### src/kcu_pkg.sv
// Shared constants, codes and controller/datapath interface types for the centroid update block.
package kcu_pkg;

  // Sizing
  localparam int MAX_CLUSTERS = 16;
  localparam int MAX_DIM      = 64;
  localparam int COUNT_BITS   = 16;
  localparam int CL_W         = $clog2(MAX_CLUSTERS);
  localparam int DIM_W        = $clog2(MAX_DIM);
  localparam int ADDR_W       = CL_W + DIM_W;
  localparam int SUM_DEPTH    = MAX_CLUSTERS * MAX_DIM;
  localparam int SUM_W        = 48;
  localparam int VAL_W        = 32;
  localparam int ND_W         = 7;
  localparam int DIV_STEP_W   = $clog2(SUM_W);

  // Register reset and count ceiling
  localparam logic [ND_W-1:0]       NUM_DIMS_RST = ND_W'(MAX_DIM);
  localparam logic [COUNT_BITS-1:0] COUNT_LIMIT  = '1;

  // Request command codes
  localparam logic CMD_ACC  = 1'b0;
  localparam logic CMD_READ = 1'b1;

  // Controller -> datapath commands
  typedef struct packed {
    logic latch_in;    // capture the accepted request
    logic acc_rd;      // read the sum addressed by the incoming request
    logic acc_wr;      // write back the saturated sum
    logic cnt_inc;     // count the item
    logic ro_rd;       // read the sum of the current readout component
    logic ro_zero_wr;  // clear the sum of the current readout component
    logic div_start;   // launch the divider
    logic out_load;    // load the result register
    logic k_clr;       // restart the component counter
    logic k_inc;       // next component
    logic cnt_clr;     // clear the cluster count
    logic sweep_wr;    // reset clearing pass, one entry
  } kcu_cmd_t;

  // Datapath -> controller status
  typedef struct packed {
    logic sweep_last;
    logic cmd_read;
    logic cnt_full;
    logic comp_ok;
    logic item_end;
    logic cnt_zero;
    logic k_active;
    logic k_last;
    logic div_busy;
    logic out_free;
  } kcu_status_t;

endpackage

### src/kcu_ctrl.sv
// Controller state machine: reset clearing pass, accumulate read-modify-write, readout sequencing.
module kcu_ctrl (
  input  logic                 clk_i,
  input  logic                 rst_ni,
  input  logic                 in_valid_i,
  output logic                 in_stall_o,
  input  kcu_pkg::kcu_status_t status_i,
  output kcu_pkg::kcu_cmd_t    ctrl_o
);

  localparam logic [2:0] S_CLEAR = 3'd0;
  localparam logic [2:0] S_IDLE  = 3'd1;
  localparam logic [2:0] S_ACC   = 3'd2;
  localparam logic [2:0] S_RD    = 3'd3;
  localparam logic [2:0] S_LOAD  = 3'd4;
  localparam logic [2:0] S_DIV   = 3'd5;
  localparam logic [2:0] S_OUT   = 3'd6;
  localparam logic [2:0] S_FIN   = 3'd7;

  logic [2:0] state_q;
  logic [2:0] state_d;

  always_ff @(posedge clk_i or negedge rst_ni) begin
    if (!rst_ni) begin
      state_q <= S_CLEAR;
    end else begin
      state_q <= state_d;
    end
  end

  assign in_stall_o = state_q != S_IDLE;

  // Next state and commands
  always_comb begin
    state_d = state_q;
    ctrl_o  = '0;
    case (state_q)
      S_CLEAR: begin
        ctrl_o.sweep_wr = 1'b1;
        if (status_i.sweep_last) begin
          state_d = S_IDLE;
        end
      end
      S_IDLE: begin
        if (in_valid_i) begin
          ctrl_o.latch_in = 1'b1;
          if (status_i.cmd_read) begin
            ctrl_o.k_clr = 1'b1;
            state_d      = S_RD;
          end else begin
            ctrl_o.acc_rd = 1'b1;
            state_d       = S_ACC;
          end
        end
      end
      S_ACC: begin
        ctrl_o.acc_wr  = !status_i.cnt_full && status_i.comp_ok;
        ctrl_o.cnt_inc = !status_i.cnt_full && status_i.item_end;
        state_d        = S_IDLE;
      end
      S_RD: begin
        ctrl_o.ro_rd = 1'b1;
        state_d      = S_LOAD;
      end
      S_LOAD: begin
        ctrl_o.ro_zero_wr = 1'b1;
        if (status_i.k_active) begin
          if (status_i.cnt_zero) begin
            state_d = S_OUT;
          end else begin
            ctrl_o.div_start = 1'b1;
            state_d          = S_DIV;
          end
        end else if (status_i.k_last) begin
          state_d = S_FIN;
        end else begin
          ctrl_o.k_inc = 1'b1;
          state_d      = S_RD;
        end
      end
      S_DIV: begin
        if (!status_i.div_busy) begin
          state_d = S_OUT;
        end
      end
      S_OUT: begin
        if (status_i.out_free) begin
          ctrl_o.out_load = 1'b1;
          if (status_i.k_last) begin
            state_d = S_FIN;
          end else begin
            ctrl_o.k_inc = 1'b1;
            state_d      = S_RD;
          end
        end
      end
      S_FIN: begin
        ctrl_o.cnt_clr = 1'b1;
        state_d        = S_IDLE;
      end
      default: begin
        state_d = S_IDLE;
      end
    endcase
  end

endmodule

### config.mk
export PLATFORM = sky130hd
export DESIGN_NAME = kcu_ctrl
export DESIGN_NICKNAME = d
export VERILOG_FILES = /design/src/kcu_pkg.sv /design/src/kcu_ctrl.sv
export SDC_FILE = /design/constraint.sdc
export NUM_CORES = 1
export LEC_CHECK = 0
export BUFFER_PORTS_ARGS = -buffer_cell sky130_fd_sc_hd__buf_2
export CELL_PAD_IN_SITES_DETAIL_PLACEMENT = 0
export CELL_PAD_IN_SITES_GLOBAL_PLACEMENT = 1
export CORE_UTILIZATION = 25
export CTS_BUF_LIST = sky130_fd_sc_hd__clkbuf_2
export DETAILED_ROUTE_END_ITERATION = 16
export PLACE_DENSITY_LB_ADDON = 0.3
export SYNTH_ARGS = -nofsm -noshare
export SYNTH_HDL_FRONTEND = slang
export SYNTH_SLANG_ARGS = --single-unit
### constraint.sdc
create_clock -name clk_i -period 4.5 [get_ports clk_i]
set_input_delay 0.9 -clock clk_i [delete_from_list [all_inputs] [get_ports clk_i]]
set_output_delay 0.9 -clock clk_i [all_outputs]
set_load 0.02 [all_outputs]
Yosys cells after proc, flatten, opt, wreduce, memory -nomap -nowiden
Cells that the tools add are included.
{"block": "classes", "eq_ne": 12, "mux": 28, "n_reduce_logical": 6}
{"operator": "$pmux W3 S7", "count": 1}
{"operator": "$mux W3", "count": 6}
{"operator": "$mux W1", "count": 15}
{"operator": "$eq A3 B3 Y1 const B", "count": 4}
{"operator": "$mux W2", "count": 5}
{"operator": "$ne A2 B2 Y1 const B", "count": 4}
{"operator": "$eq A3 B2 Y1 const B", "count": 2}
{"operator": "$reduce_and A4 Y1", "count": 1}
{"operator": "$eq A3 B1 Y1 const B", "count": 1}
{"operator": "$logic_not A3 Y1", "count": 1}
{"operator": "$ne A3 B1 Y1 const B", "count": 1}
{"operator": "$logic_and A1 B1 Y1", "count": 2}
{"operator": "$pmux W1 S2", "count": 1}
{"operator": "$reduce_or A2 Y1", "count": 1}
{"operator": "$logic_not A1 Y1", "count": 1}
{"block": "totals", "regBits": 3, "output_inout_bits": 13}

Longest topological paths before layout
{"block": "logic_depth", "depth_word": 3, "depth_mapped": 5}

Worst setup path before layout
Ideal clock, no wire load.
{"block": "synth_timing", "path_type": "input port to output port", "start": "input port status_i[3] (netlist name)", "end": "output port ctrl_o[2] (netlist name)", "t_arrival_ps": 1645, "required_ps": 3600, "setup_slack_ps": 1955, "stages": 3, "path_cell_list": "nor2_1 -> a21oi_1 -> nor4_1"}
{"element": "start, declared", "line_no": "kcu_ctrl.sv:7", "rtl": "input kcu_pkg::kcu_status_t status_i,"}
{"element": "end, declared", "line_no": "kcu_ctrl.sv:8", "rtl": "output kcu_pkg::kcu_cmd_t ctrl_o"}

==> impl_metrics.csv <==
group,metric,value,unit
run_status,status,"complete, no violations",
floorplan,fp.dieW,38.35,microns
cells_and_area,syn2layout_area_growth,44.70,%
route,drt_wl_total,862,microns
route,ant_nets,0,
cells_and_area,n_fill_cell,138,
route,drc,0,
cells_and_area,largest_register_ffs,3,
cts,h-tree-depth,1,
pwr,power,0.3144,mW
floorplan,start_util,28.21,%
floorplan,core_area,0.001171,sq mm
critical_path,critPathLaunchType,"flop",
min_path,hold_class,"in2async",
timing,setup_viol,0,
yosys,ys_warn_count,0,
yosys,synth-async-reset-ratio,100.0,%
timing,tns,0,ns
global_route,met2_usage,19.07,%
cells_and_area,top_regs,"state_q (3)",
global_route,grt.total_usage,12.91,%
yosys,synth_edf_count,0,
cells_and_area,drive_gt1_share,50.00,%
placed_design,gp_congestion,0.7070,
yosys,ys_types,25,
route,wire_per_inst,10.26,microns
yosys,netlist.area_leader.share,22.73,%
cts,cts_buffer_depth,2,
route,drt-pass1-iter-count,4,
critical_path,arrival,1.59,ns
cells_and_area,diodes,0,
timing,maxSlewViolCount,0,
route,vias,422,
yosys,syn_nets,57,
cts,cts_sinks,3,
global_route,grt_pass1_wl,1.283,mm
yosys,syn_inst,44,
global_route,grt_pass1_vias,298,
timing,worstMarginPinSlew,0.4668,ns
yosys,netlist_area,330.3,sq um
timing,hold_ws,0.4797,ns
critical_path,rr_worst_depth,4,
timing,clock.fmax,0.4016,GHz
cells_and_area,top_register,"state_q",
timing,fin_crit_sh,55.34,%
floorplan,dieArea,0.001471,sq mm
timing,rsz0062_at_grt,"no",
timing,maxSlewHeadroom,68.88,%
floorplan,die_h,38.35,microns
pwr,leakagePower,0.2530,nW
flow_run,maxCapViolations,0,
global_route,grt-ovfl-total,0,
floorplan,io_pins,26,
route,via_per_inst,5.024,
global_route,antenna_found_initial,0,
timing,final_hold_viol_count,0,
pwr,ir_drop,0.0002406,V
yosys,synth_seq_cells,3,
yosys,ys_seq_area_share,22.73,%
pwr,powerDensity,657.7,mW/mm^2
cts,cts_tree,"yes",
critical_path,critPathMaxFanout,14,
timing,clock-skew-final,0.006068,ns
yosys,ys_top_cells_by_area,"dfrtp_1 (23%), nor2_1 (5.7%), nor4b_1 (5.3%), buf_2 (4.5%), nor3_1 (4.5%)",
yosys,synth_area_per_cell,7.507,sq um
placed_design,io_buffers,25,
cts,path_clk_slew,0.05,ns
global_route,use_met3,2.326,%
cts,numCtsBuffers,3,
critical_path,r2r-start,"state_q[0]",
cts,cts_root_buf,"clkbuf_2",
cts,hold_buffers,0,
yosys,yosysTopAreaCell,"dfrtp_1",
critical_path,path_class,"reg2out",
critical_path,cp-startpoint,"state_q[0]",
global_route,grt_max_degree,16,
cts,cts.repair.resized,0,
cts,cts_setup_buffers,0,
cells_and_area,fin_nets,84,
placed_design,dp_hpwl,659.1,microns
global_route,use_met1,16.14,%
cts,insertion_delay,0.21,ns
route,drt_first_iter_violations,20,
yosys,synth_ff_type,"dfrtp_1",
critical_path,cp.required,3.60,ns
global_route,grt_busiest_layer,"met2",
floorplan,row_count,12,
timing,min_period,2.490,ns
critical_path,crit_path_end_kind,"output port",
## synthesized netlist by cell type, types with 2 or more instances
master   count
nor2_1       5
buf_2        3
dfrtp_1      3
inv_1        3
nand2_1      3
nor3_1       3
a21oi_1      2
a31oi_1      2
nor3b_1      2
nor4_1       2
nor4b_1      2
## final cells by class
| class | count | area [sq um] | share of cell area, % |
|---|---|---|---|
| Timing Repair Buffer | 25 | 125.1 | 26.18 |
| Inverter | 4 | 15.01 | 3.141 |
| Multi-Input combinational cell | 34 | 225.2 | 47.12 |
| Sequential cell | 3 | 75.07 | 15.71 |
| Clock buffer | 4 | 20.02 | 4.188 |
| Tap cell | 14 | 17.52 | 3.665 |
## path summary, 6_finish.rpt
path | to | slack, ns
setup / recovery | ctrl_o[10] | 2.01
hold / removal | state_q[1] | 0.48
setup reg to reg | state_q[0] | 2.76
hold reg to reg | state_q[0] | 0.82
max in group asynchronous | state_q[0] | 3.90
min in group clk_i | state_q[0] | 0.82
## critical path, stage by stage (launching register included)
cell	delay, ns
dfrtp_1	0.57
nor3b_1	0.35
and2_2	0.20
nor2b_1	0.11
buf_2	0.16
## metrics by stage
stage / setup WS (ns) / util (%) / instance area, sq um / instances
floorplan: 1.955 / - / 330.3 / 44
global placement: 2.099 / 39.10 / 457.9 / 80
detailed placement: 2.086 / 39.10 / 457.9 / 80
CTS: 1.981 / 40.81 / 478.0 / 84
global route: 1.885 / 40.81 / 478.0 / 84
finish: 2.010 / 40.81 / 478.0 / 84
## layer usage
layer,wire (microns),part of all wire [%]
met5,0,0
met4,15,1.7
met3,89,10
met2,355,41
met1,402,47
## kinds of logic (layout without fill, tap and decap cells)
logic type             after synthesis  in the layout  synth area share, %
DFF                                  3              3                22.73
and+or+nand+nor                     22             22                39.02
AOI/OAI and AO/OA                   10             10                21.59
buffers and inverters                7             33                9.088
muxes                                2              2                7.575
## power by group
group	total, mW	internal, mW	leakage, nW	switching [mW]
Sequential	0.0901	0.0410	0.0358	0.0491
Combinational	0.186	0.0857	0.201	0.101
Clock	0.0378	0.0235	0.0166	0.0144
Total	0.314	0.150	0.253	0.164
## cells in the final DEF (no fill, tap or decap)
cell type and n:
a211o_1 1, a21oi_1 2, a31oi_1 2, and2_2 1, and3_2 1, buf_2 25, clkbuf_2 4, dfrtp_1 3
inv_1 3, inv_2 1, mux2_4 1, mux2i_1 1, nand2_1 3, nand2b_1 1, nor2_1 5, nor2b_1 1
nor3_1 3, nor3b_1 2, nor4_1 2, nor4b_1 2, o21ai_0 1, o21ai_1 1, o221ai_2 1, o22ai_1 1
o31a_1 1, or3_4 1
Note: power is estimated with default switching activity, not from simulation.
